### src/nalfua_pkg.sv
// Shared types and constants for the NAL unit FU-A packetiser.
// No dependencies; imported by every module of the block.
package nalfua_pkg;

    // Unit length handling
    localparam int LENGTH_BITS = 24;

    // FU-A constants
    localparam logic [7:0] NRI_MASK  = 8'hE0;
    localparam logic [7:0] TYPE_MASK = 8'h1F;
    localparam logic [7:0] FU_A_TYPE = 8'd28;
    localparam logic [7:0] FU_START  = 8'h80;
    localparam logic [7:0] FU_END    = 8'h40;

    // Packet limit register
    localparam logic [15:0] LIMIT_RESET = 16'd1400;
    localparam logic [15:0] LIMIT_MIN   = 16'd3;

    // Classification queue between front and back
    localparam int QUEUE_DEPTH = 4;
    localparam int QPTR_BITS   = $clog2(QUEUE_DEPTH);
    localparam int QCNT_BITS   = $clog2(QUEUE_DEPTH + 1);

    // One classified input byte: optional two-byte prefix, then the data byte
    typedef struct packed {
        logic       has_prefix;
        logic [7:0] ind_byte;
        logic [7:0] fuh_byte;
        logic [7:0] data_byte;
        logic       pkt_end;
    } t_q_entry;

endpackage

### src/nal_unit_fua_packetizer_top.sv
// Top level of the NAL unit FU-A packetiser.
// Depends on nalfua_pkg, nalfua_front, nalfua_queue and nalfua_back.
//
// Usage:
//   Input channel (i_in_valid / o_in_ready) carries the bytes of one NAL unit
//   at a time, header byte first, each with the unit's total length; the
//   length is sampled on the first byte only.
//   Output channel (o_out_valid / i_out_ready) carries the packet stream one
//   byte per transaction, with packet end and last-of-input marks.
//   i_cfg_we / i_cfg_wdata write the packet limit; write only while idle.
// Path: an input byte is queued at the accepting edge and then loaded into
//   the output register once that register is free; a byte that opens a
//   fragment follows its two prefix bytes through the output register.
// Throughput: one output byte per cycle while entries wait and the receiver
//   is ready. An input byte gives one output byte, or three where it opens
//   a fragment (two prefix bytes go first); the held header of a fragmented
//   unit gives no output. The four-entry queue absorbs the prefix bursts; the
//   back end's single output register sets the one byte per cycle ceiling.
// Reset: synchronous, active low; clears the unit state, empties the queue
//   and sets the limit to 1400.
// Receiver stall: the output byte holds; the queue fills and o_in_ready
//   drops once it is full.
module nal_unit_fua_packetizer_top
    import nalfua_pkg::*;
(
    input  logic                   i_clk,
    input  logic                   i_rst_n,
    input  logic                   i_cfg_we,
    input  logic [15:0]            i_cfg_wdata,
    input  logic                   i_in_valid,
    output logic                   o_in_ready,
    input  logic [7:0]             i_data_byte,
    input  logic [LENGTH_BITS-1:0] i_nal_length,
    output logic                   o_out_valid,
    input  logic                   i_out_ready,
    output logic [7:0]             o_out_byte,
    output logic                   o_packet_end,
    output logic                   o_run_last
);

    logic     accept;
    logic     push;
    t_q_entry push_entry;
    logic     pop;
    t_q_entry head;
    logic     q_empty;
    logic     q_full;

    assign o_in_ready = !q_full;
    assign accept     = i_in_valid && o_in_ready;

    nalfua_front u_front (
        .i_clk        (i_clk),
        .i_rst_n      (i_rst_n),
        .i_cfg_we     (i_cfg_we),
        .i_cfg_wdata  (i_cfg_wdata),
        .i_accept     (accept),
        .i_data_byte  (i_data_byte),
        .i_nal_length (i_nal_length),
        .o_push       (push),
        .o_entry      (push_entry)
    );

    nalfua_queue u_queue (
        .i_clk   (i_clk),
        .i_rst_n (i_rst_n),
        .i_push  (push),
        .i_entry (push_entry),
        .i_pop   (pop),
        .o_head  (head),
        .o_empty (q_empty),
        .o_full  (q_full)
    );

    nalfua_back u_back (
        .i_clk        (i_clk),
        .i_rst_n      (i_rst_n),
        .i_head       (head),
        .i_empty      (q_empty),
        .o_pop        (pop),
        .o_out_valid  (o_out_valid),
        .i_out_ready  (i_out_ready),
        .o_out_byte   (o_out_byte),
        .o_packet_end (o_packet_end),
        .o_run_last   (o_run_last)
    );

endmodule

### src/nalfua_front.sv
// Front end: holds the packet limit, tracks the open NAL unit and classifies
// each input byte into a queue entry. Depends on nalfua_pkg.
module nalfua_front
    import nalfua_pkg::*;
(
    input  logic                   i_clk,
    input  logic                   i_rst_n,
    input  logic                   i_cfg_we,
    input  logic [15:0]            i_cfg_wdata,
    input  logic                   i_accept,
    input  logic [7:0]             i_data_byte,
    input  logic [LENGTH_BITS-1:0] i_nal_length,
    output logic                   o_push,
    output t_q_entry               o_entry
);

    localparam logic [1:0] MODE_IDLE   = 2'd0;
    localparam logic [1:0] MODE_SINGLE = 2'd1;
    localparam logic [1:0] MODE_FRAG   = 2'd2;

    logic [15:0]            r_max_pkt;
    logic [1:0]             r_mode,   n_mode;
    logic [7:0]             r_header, n_header;
    logic [LENGTH_BITS-1:0] r_left,   n_left;
    logic [15:0]            r_fill,   n_fill;
    logic                   r_first,  n_first;

    logic [15:0]            limit;
    logic [15:0]            cap;
    logic [LENGTH_BITS-1:0] len;
    logic [LENGTH_BITS-1:0] left_dec;
    logic [15:0]            fill_inc;
    logic                   frag_last;

    // Effective limit and per-fragment payload cap
    assign limit = (r_max_pkt < LIMIT_MIN) ? LIMIT_MIN : r_max_pkt;
    assign cap   = limit - 16'd2;
    assign len   = (i_nal_length == '0) ? {{(LENGTH_BITS-1){1'b0}}, 1'b1} : i_nal_length;

    // Classification and next state
    always_comb begin
        n_mode    = r_mode;
        n_header  = r_header;
        n_left    = r_left;
        n_fill    = r_fill;
        n_first   = r_first;
        o_push    = 1'b0;
        o_entry   = '0;
        left_dec  = '0;
        fill_inc  = '0;
        frag_last = 1'b0;
        if (i_accept) begin
            if (r_mode == MODE_IDLE &&
                    len >= {{(LENGTH_BITS-16){1'b0}}, limit}) begin
                // header of a fragmented unit: held, no output
                n_mode   = MODE_FRAG;
                n_header = i_data_byte;
                n_left   = len - {{(LENGTH_BITS-1){1'b0}}, 1'b1};
                n_fill   = '0;
                n_first  = 1'b1;
            end else if (r_mode == MODE_IDLE || r_mode == MODE_SINGLE) begin
                // pass-through packet
                left_dec = ((r_mode == MODE_IDLE) ? len : r_left)
                           - {{(LENGTH_BITS-1){1'b0}}, 1'b1};
                n_left            = left_dec;
                n_mode            = (left_dec == '0) ? MODE_IDLE : MODE_SINGLE;
                o_push            = 1'b1;
                o_entry.data_byte = i_data_byte;
                o_entry.pkt_end   = (left_dec == '0);
            end else begin
                // fragment payload byte, prefix on the first of each fragment
                left_dec  = r_left - {{(LENGTH_BITS-1){1'b0}}, 1'b1};
                fill_inc  = r_fill + 16'd1;
                frag_last = (fill_inc >= cap) || (left_dec == '0);
                o_push             = 1'b1;
                o_entry.has_prefix = (r_fill == '0);
                o_entry.ind_byte   = (r_header & NRI_MASK) | FU_A_TYPE;
                o_entry.fuh_byte   = (r_header & TYPE_MASK)
                                   | (r_first ? FU_START : 8'h00)
                                   | ((r_left <= {{(LENGTH_BITS-16){1'b0}}, cap})
                                      ? FU_END : 8'h00);
                o_entry.data_byte  = i_data_byte;
                o_entry.pkt_end    = frag_last;
                if (r_fill == '0) begin
                    n_first = 1'b0;
                end
                n_fill = frag_last ? 16'd0 : fill_inc;
                n_left = left_dec;
                if (left_dec == '0) begin
                    n_mode  = MODE_IDLE;
                    n_fill  = '0;
                    n_first = 1'b1;
                end
            end
        end
    end

    // State registers
    always_ff @(posedge i_clk) begin
        if (!i_rst_n) begin
            r_max_pkt <= LIMIT_RESET;
            r_mode    <= MODE_IDLE;
            r_header  <= '0;
            r_left    <= '0;
            r_fill    <= '0;
            r_first   <= 1'b1;
        end else begin
            if (i_cfg_we) begin
                r_max_pkt <= i_cfg_wdata;
            end
            r_mode   <= n_mode;
            r_header <= n_header;
            r_left   <= n_left;
            r_fill   <= n_fill;
            r_first  <= n_first;
        end
    end

    // Checks
    a_mode_legal: assert property (@(posedge i_clk) disable iff (!i_rst_n)
        r_mode != 2'd3)
        else $error("front mode register took an unused code");
    a_idle_clean: assert property (@(posedge i_clk) disable iff (!i_rst_n)
        r_mode == MODE_IDLE |-> (r_fill == '0 && r_first))
        else $error("idle front left fragment state behind");

endmodule

### src/nalfua_queue.sv
// Short FIFO of classified entries between the front and back ends.
// Depends on nalfua_pkg for the entry type and depth.
module nalfua_queue
    import nalfua_pkg::*;
(
    input  logic     i_clk,
    input  logic     i_rst_n,
    input  logic     i_push,
    input  t_q_entry i_entry,
    input  logic     i_pop,
    output t_q_entry o_head,
    output logic     o_empty,
    output logic     o_full
);

    t_q_entry             r_mem [QUEUE_DEPTH];
    logic [QPTR_BITS-1:0] r_wptr;
    logic [QPTR_BITS-1:0] r_rptr;
    logic [QCNT_BITS-1:0] r_count;

    assign o_empty = (r_count == '0);
    assign o_full  = (r_count == QCNT_BITS'(QUEUE_DEPTH));
    assign o_head  = r_mem[r_rptr];

    // Storage
    always_ff @(posedge i_clk) begin
        if (i_push) begin
            r_mem[r_wptr] <= i_entry;
        end
    end

    // Pointers and fill level
    always_ff @(posedge i_clk) begin
        if (!i_rst_n) begin
            r_wptr  <= '0;
            r_rptr  <= '0;
            r_count <= '0;
        end else begin
            if (i_push) begin
                r_wptr <= r_wptr + QPTR_BITS'(1);
            end
            if (i_pop) begin
                r_rptr <= r_rptr + QPTR_BITS'(1);
            end
            if (i_push && !i_pop) begin
                r_count <= r_count + QCNT_BITS'(1);
            end else if (!i_push && i_pop) begin
                r_count <= r_count - QCNT_BITS'(1);
            end
        end
    end

    // Checks
    a_no_overflow: assert property (@(posedge i_clk) disable iff (!i_rst_n)
        o_full |-> !i_push)
        else $error("push into full queue");
    a_no_underflow: assert property (@(posedge i_clk) disable iff (!i_rst_n)
        o_empty |-> !i_pop)
        else $error("pop from empty queue");

endmodule

### src/nalfua_back.sv
// Back end: expands each queue entry into one to three output bytes and
// drives the registered output channel. Depends on nalfua_pkg.
module nalfua_back
    import nalfua_pkg::*;
(
    input  logic     i_clk,
    input  logic     i_rst_n,
    input  t_q_entry i_head,
    input  logic     i_empty,
    output logic     o_pop,
    output logic     o_out_valid,
    input  logic     i_out_ready,
    output logic [7:0] o_out_byte,
    output logic     o_packet_end,
    output logic     o_run_last
);

    localparam logic [1:0] PH_IND  = 2'd0;
    localparam logic [1:0] PH_FUH  = 2'd1;
    localparam logic [1:0] PH_DATA = 2'd2;

    logic [1:0] r_phase, n_phase;
    logic       r_valid;
    logic [7:0] r_byte,  n_byte;
    logic       r_end,   n_end;
    logic       r_last,  n_last;
    logic       load;

    // Output register free to take a new byte
    assign load = !i_empty && (!r_valid || i_out_ready);

    // Byte selection for the current phase
    always_comb begin
        n_phase = r_phase;
        n_byte  = i_head.data_byte;
        n_end   = i_head.pkt_end;
        n_last  = 1'b1;
        o_pop   = 1'b0;
        if (load) begin
            if (i_head.has_prefix && r_phase == PH_IND) begin
                n_byte  = i_head.ind_byte;
                n_end   = 1'b0;
                n_last  = 1'b0;
                n_phase = PH_FUH;
            end else if (i_head.has_prefix && r_phase == PH_FUH) begin
                n_byte  = i_head.fuh_byte;
                n_end   = 1'b0;
                n_last  = 1'b0;
                n_phase = PH_DATA;
            end else begin
                o_pop   = 1'b1;
                n_phase = PH_IND;
            end
        end
    end

    // Output register
    always_ff @(posedge i_clk) begin
        if (!i_rst_n) begin
            r_phase <= PH_IND;
            r_valid <= 1'b0;
        end else begin
            r_phase <= n_phase;
            if (load) begin
                r_valid <= 1'b1;
            end else if (i_out_ready) begin
                r_valid <= 1'b0;
            end
        end
    end

    always_ff @(posedge i_clk) begin
        if (load) begin
            r_byte <= n_byte;
            r_end  <= n_end;
            r_last <= n_last;
        end
    end

    assign o_out_valid  = r_valid;
    assign o_out_byte   = r_byte;
    assign o_packet_end = r_end;
    assign o_run_last   = r_last;

    // Checks
    a_phase_legal: assert property (@(posedge i_clk) disable iff (!i_rst_n)
        r_phase != 2'd3)
        else $error("back phase took an unused code");
    a_prefix_no_end: assert property (@(posedge i_clk) disable iff (!i_rst_n)
        (r_valid && !r_last) |-> !r_end)
        else $error("prefix byte marked as packet end");

endmodule

### config.mk
export PLATFORM = sky130hd
export DESIGN_NAME = nal_unit_fua_packetizer_top
export DESIGN_NICKNAME = d
export VERILOG_FILES = /design/src/nalfua_pkg.sv /design/src/nal_unit_fua_packetizer_top.sv /design/src/nalfua_front.sv /design/src/nalfua_queue.sv /design/src/nalfua_back.sv
export SDC_FILE = /design/constraint.sdc
export NUM_CORES = 1
export LEC_CHECK = 0
export ABC_AREA = 1
export BUFFER_PORTS_ARGS = -buffer_cell sky130_fd_sc_hd__buf_4
export CELL_PAD_IN_SITES_DETAIL_PLACEMENT = 2
export CELL_PAD_IN_SITES_GLOBAL_PLACEMENT = 2
export CORE_UTILIZATION = 36
export CTS_CLUSTER_SIZE = 10
export DETAILED_ROUTE_END_ITERATION = 10
export PLACE_DENSITY = 0.78
export SLEW_MARGIN = 15
export SYNTH_ARGS = -nofsm -noshare
export SYNTH_HDL_FRONTEND = slang
export SYNTH_SLANG_ARGS = --single-unit
### constraint.sdc
create_clock -name i_clk -period 4.3 [get_ports i_clk]
set_input_delay 0.645 -clock i_clk [delete_from_list [all_inputs] [get_ports i_clk]]
set_output_delay 0.645 -clock i_clk [all_outputs]
set_load 0.005 [all_outputs]
==> summary.txt <==
Dominant cell type by area after synthesis - edfxtp_1
Die area - 31100 um2
Total iterations of the first detailed-routing run - 5
Clk slew on worst S/H paths - 0.08 ns
Least-Margin Pin Slew - 1.24 ns
Post-synthesis compound-gate area fraction - 13.6%
Switching share of power - 43.4%
Die X - 176 um
Grt total ovfl - 0
DIE HEIGHT - 176 um
Routed WL per cell - 21.3 um
CTS tree - done
Adder-cell area share of the yosys netlist - 6.70%
Largest net degree at the start of global routing - 47
Peak Freq - 0.261 GHz
Clk_skew - 0.0262 ns
Cell-internal power - 3590 uW
Final HPWL DP - 31100 um
Placement Rows - 63
Crit path required time - 4.51 ns
Most frequent cells in the layout - 298 x nand2_1, 224 x nor2_1, 171 x inv_1
Seq pwr share - 34.8%
Layout Cells excl Fill - 1929
Initial antenna violation count - 1
Clock Path Buffers - 2
Latest clock arrival within the worst-skew pair - 0.45 ns
Synth Area in Simple Gates - 26.2%
#FFs+latches synth - 173
Final GP Congestion - 0.873
Max-slew headroom - 17.3%
Outcome - finished, final reports clean
Post-CTS Setup Inserts - 0
First-pass GRT wire length - 63700 um
P_leak - 0.00528 uW
All-Layer GR Usage - 26.9%
Layout Nets - 1637
Worst Path Max Fanout - 6
Root buffer selected by CTS - clkbuf_16
EDFF count, synth - 94
Main combinational cell family by area after synthesis - simple AND/OR/NAND/NOR gates
Tcrit/Tclk final - 89.0%
Layout cell share with drive strength beyond 1 - 10.9%
IO Port Bufs - 64
Part of the power in the clock network - 25.3%
Fin. max-slew vios - 0
Post_cts resized - 0
Syn avg cell area - 7.41 um2
Min Hold Slack - 0.404 ns
Post-Route WL - 41000 um
FFs w/ async S/R, synth - 0%
Netlist cell types - 42
Antenna diodes - 0
Vias per inst - 5.41
Vias - 10400
H-tree depth - 4
Power Dens Cells - 508 nW/um2
Switching power - 2750 uW
Synth top area share - 25.8%
Final Setup Violations - 0
Core outline area - 29800 um2
Num ports - 65
Post-layout min period - 3.83 ns
Final Hold Fails - 0
HP Class - in -> reg
Xor/xnor share of the synthesized area - 4.64%
Post-Syn Area - 10900 um2
Top FF cell, synth - edfxtp_1
Max Cap Viol - 0
Critical Path Sink Type - flop
Fin Setup TNS - 0 ns
Peak supply drop - 0.301 mV
Arr. time, crit path - 4.03 ns
Post-Syn Nets - 1589
Logic pwr share - 39.8%
Num Clock Sinks - 173
Num CTS Buffers - 17
Hold-fix buffers at CTS - 0
Area grow syn2layout - 13.9%
Placed Instances - 1897
Multiplexer share of the synthesized area - 0%
Worst setup SP type - flop
Final core occ - 41.9%
Most common cell after layout, fill and taps aside - nand2_1
Drt drc - 0
Yosys warning count - 0
Post-route antenna net violation count - 0
Initial DRC count - 553
Seq/Total Area, Yosys - 40.2%
Worst Setup Path Type - reg -> reg
Initial core utilization - 36.7%
Top post-synthesis cells by area - edfxtp_1 26%, dfxtp_1 14%, nand2_1 10%, nor2_1 7.8%, ha_1 6.5%
RSZ-0062 raised after global routing - false
Post-synthesis cell count - 1478
Vias in the first global route - 11400
worst paths after layout:
path	startpoint	endpoint	slack, ns	depth (start not counted)
worst max-delay path	u_front.r_max_pkt[6]	u_queue.r_mem[1][15]	0.47	20
worst min-delay path	i_cfg_wdata[3]	u_front.r_max_pkt[3]	0.40	3
worst max register to register	u_front.r_max_pkt[6]	u_queue.r_mem[1][15]	0.47	20
worst min register to register	u_front.r_header[5]	u_front.r_header[5]	0.46	2
critical path, stage by stage, from the launching register on:
cell and delay (ns):
dfxtp_1 0.36, nor2_1 0.22, nand2_1 0.08, nor2_1 0.10
nand2_1 0.16, nand2_1 0.20, inv_1 0.12, ha_1 0.25
nand4_1 0.14, nor2_1 0.09, nand3_1 0.09, nor2_1 0.05
nor2_1 0.19, a21oi_1 0.10, ha_1 0.32, nand2_1 0.10
nor4_1 0.36, nand2_1 0.12, nor2_1 0.12, nand2_1 0.08
a21oi_1 0.36
power by group through the flow:
stage / registers (uW) / logic, uW / clock network [uW]
after floorplan: 2160 / 1610 / 0
after global placement: 2230 / 2390 / 0
after detailed placement: 2250 / 2500 / 0
after CTS: 2210 / 2540 / 1640
after global routing: 2230 / 2780 / 1680
final: 2210 / 2530 / 1610
metrics by stage:
stage          worst slack [ns]  cell area [um2]  power [uW]
2_1_floorplan             0.544            10900        3770
3_3_place_gp              0.697            11900        4620
3_5_place_dp              0.398            11900        4750
4_1_cts                   0.345            12500        6380
5_1_grt                  0.0687            12500        6700
6_report                  0.473            12500        6340
cell usage after synthesis (2+ instances only):
library cell and count:
inv_1 171, xnor2_1 5, buf_4 3, buf_1 3, xor2_1 53, inv_2 2
nand2_2 6, nand2_1 298, ha_1 57, dfxtp_1 79, o22ai_1 21, a211oi_1 2
or2_2 3, a31oi_1 8, o21ai_0 110, o21a_1 3, edfxtp_1 94, clkinv_1 2
buf_2 4, o2111ai_1 3, nor2_4 4, clkbuf_1 49, a22o_1 3, nand3_1 65
o211ai_1 2, nor4_1 7, nor3_1 17, o21ai_2 11, buf_6 4, a21oi_1 93
o21ai_1 9, nor2_1 228, nand3b_1 5, o21bai_1 3, nor2_2 8, nand4_1 37
metal layers:
layer	vias to the layer above	share of wire [%]	wire, um	GRT usage (%)
met2	198	50	20600	48.5
met3	57	3.6	1480	4.05
met5	-	0.032	13	0
met1	5201	44	18100	32.8
met4	2	2.1	871	8.30
li1	4982	-	-	-
final cells by class:
class | count | area, um2
tap | 390 | 488
inverter | 175 | 657
timing repair buffer | 92 | 703
multi-input combinational | 1067 | 5620
clock inverter | 15 | 171
fill | 3524 | 17300
clock buffer | 17 | 425
sequential | 173 | 4400
sequential cells by signal (all words and copies together) (netlist names), 2 cells and up, named ones only:
name,cells
u_back.o_out_byte,8
u_back.r_phase,2
u_front.r_fill,16
u_front.r_header,8
u_front.r_left,24
u_front.r_max_pkt,16
u_front.r_mode,2
u_queue.r_count,3
u_queue.r_mem,84
u_queue.r_rptr,2
u_queue.r_wptr,2
cells by family (layout without fill, tap and decap cells):
kind of cell	Yosys count	after routing
simple gates	680	680
compound gates	271	271
buf+inv	238	299
flops	173	173
fa+ha+maj	58	58
xor+xnor	58	58
(Power assumes the default switching activity.)
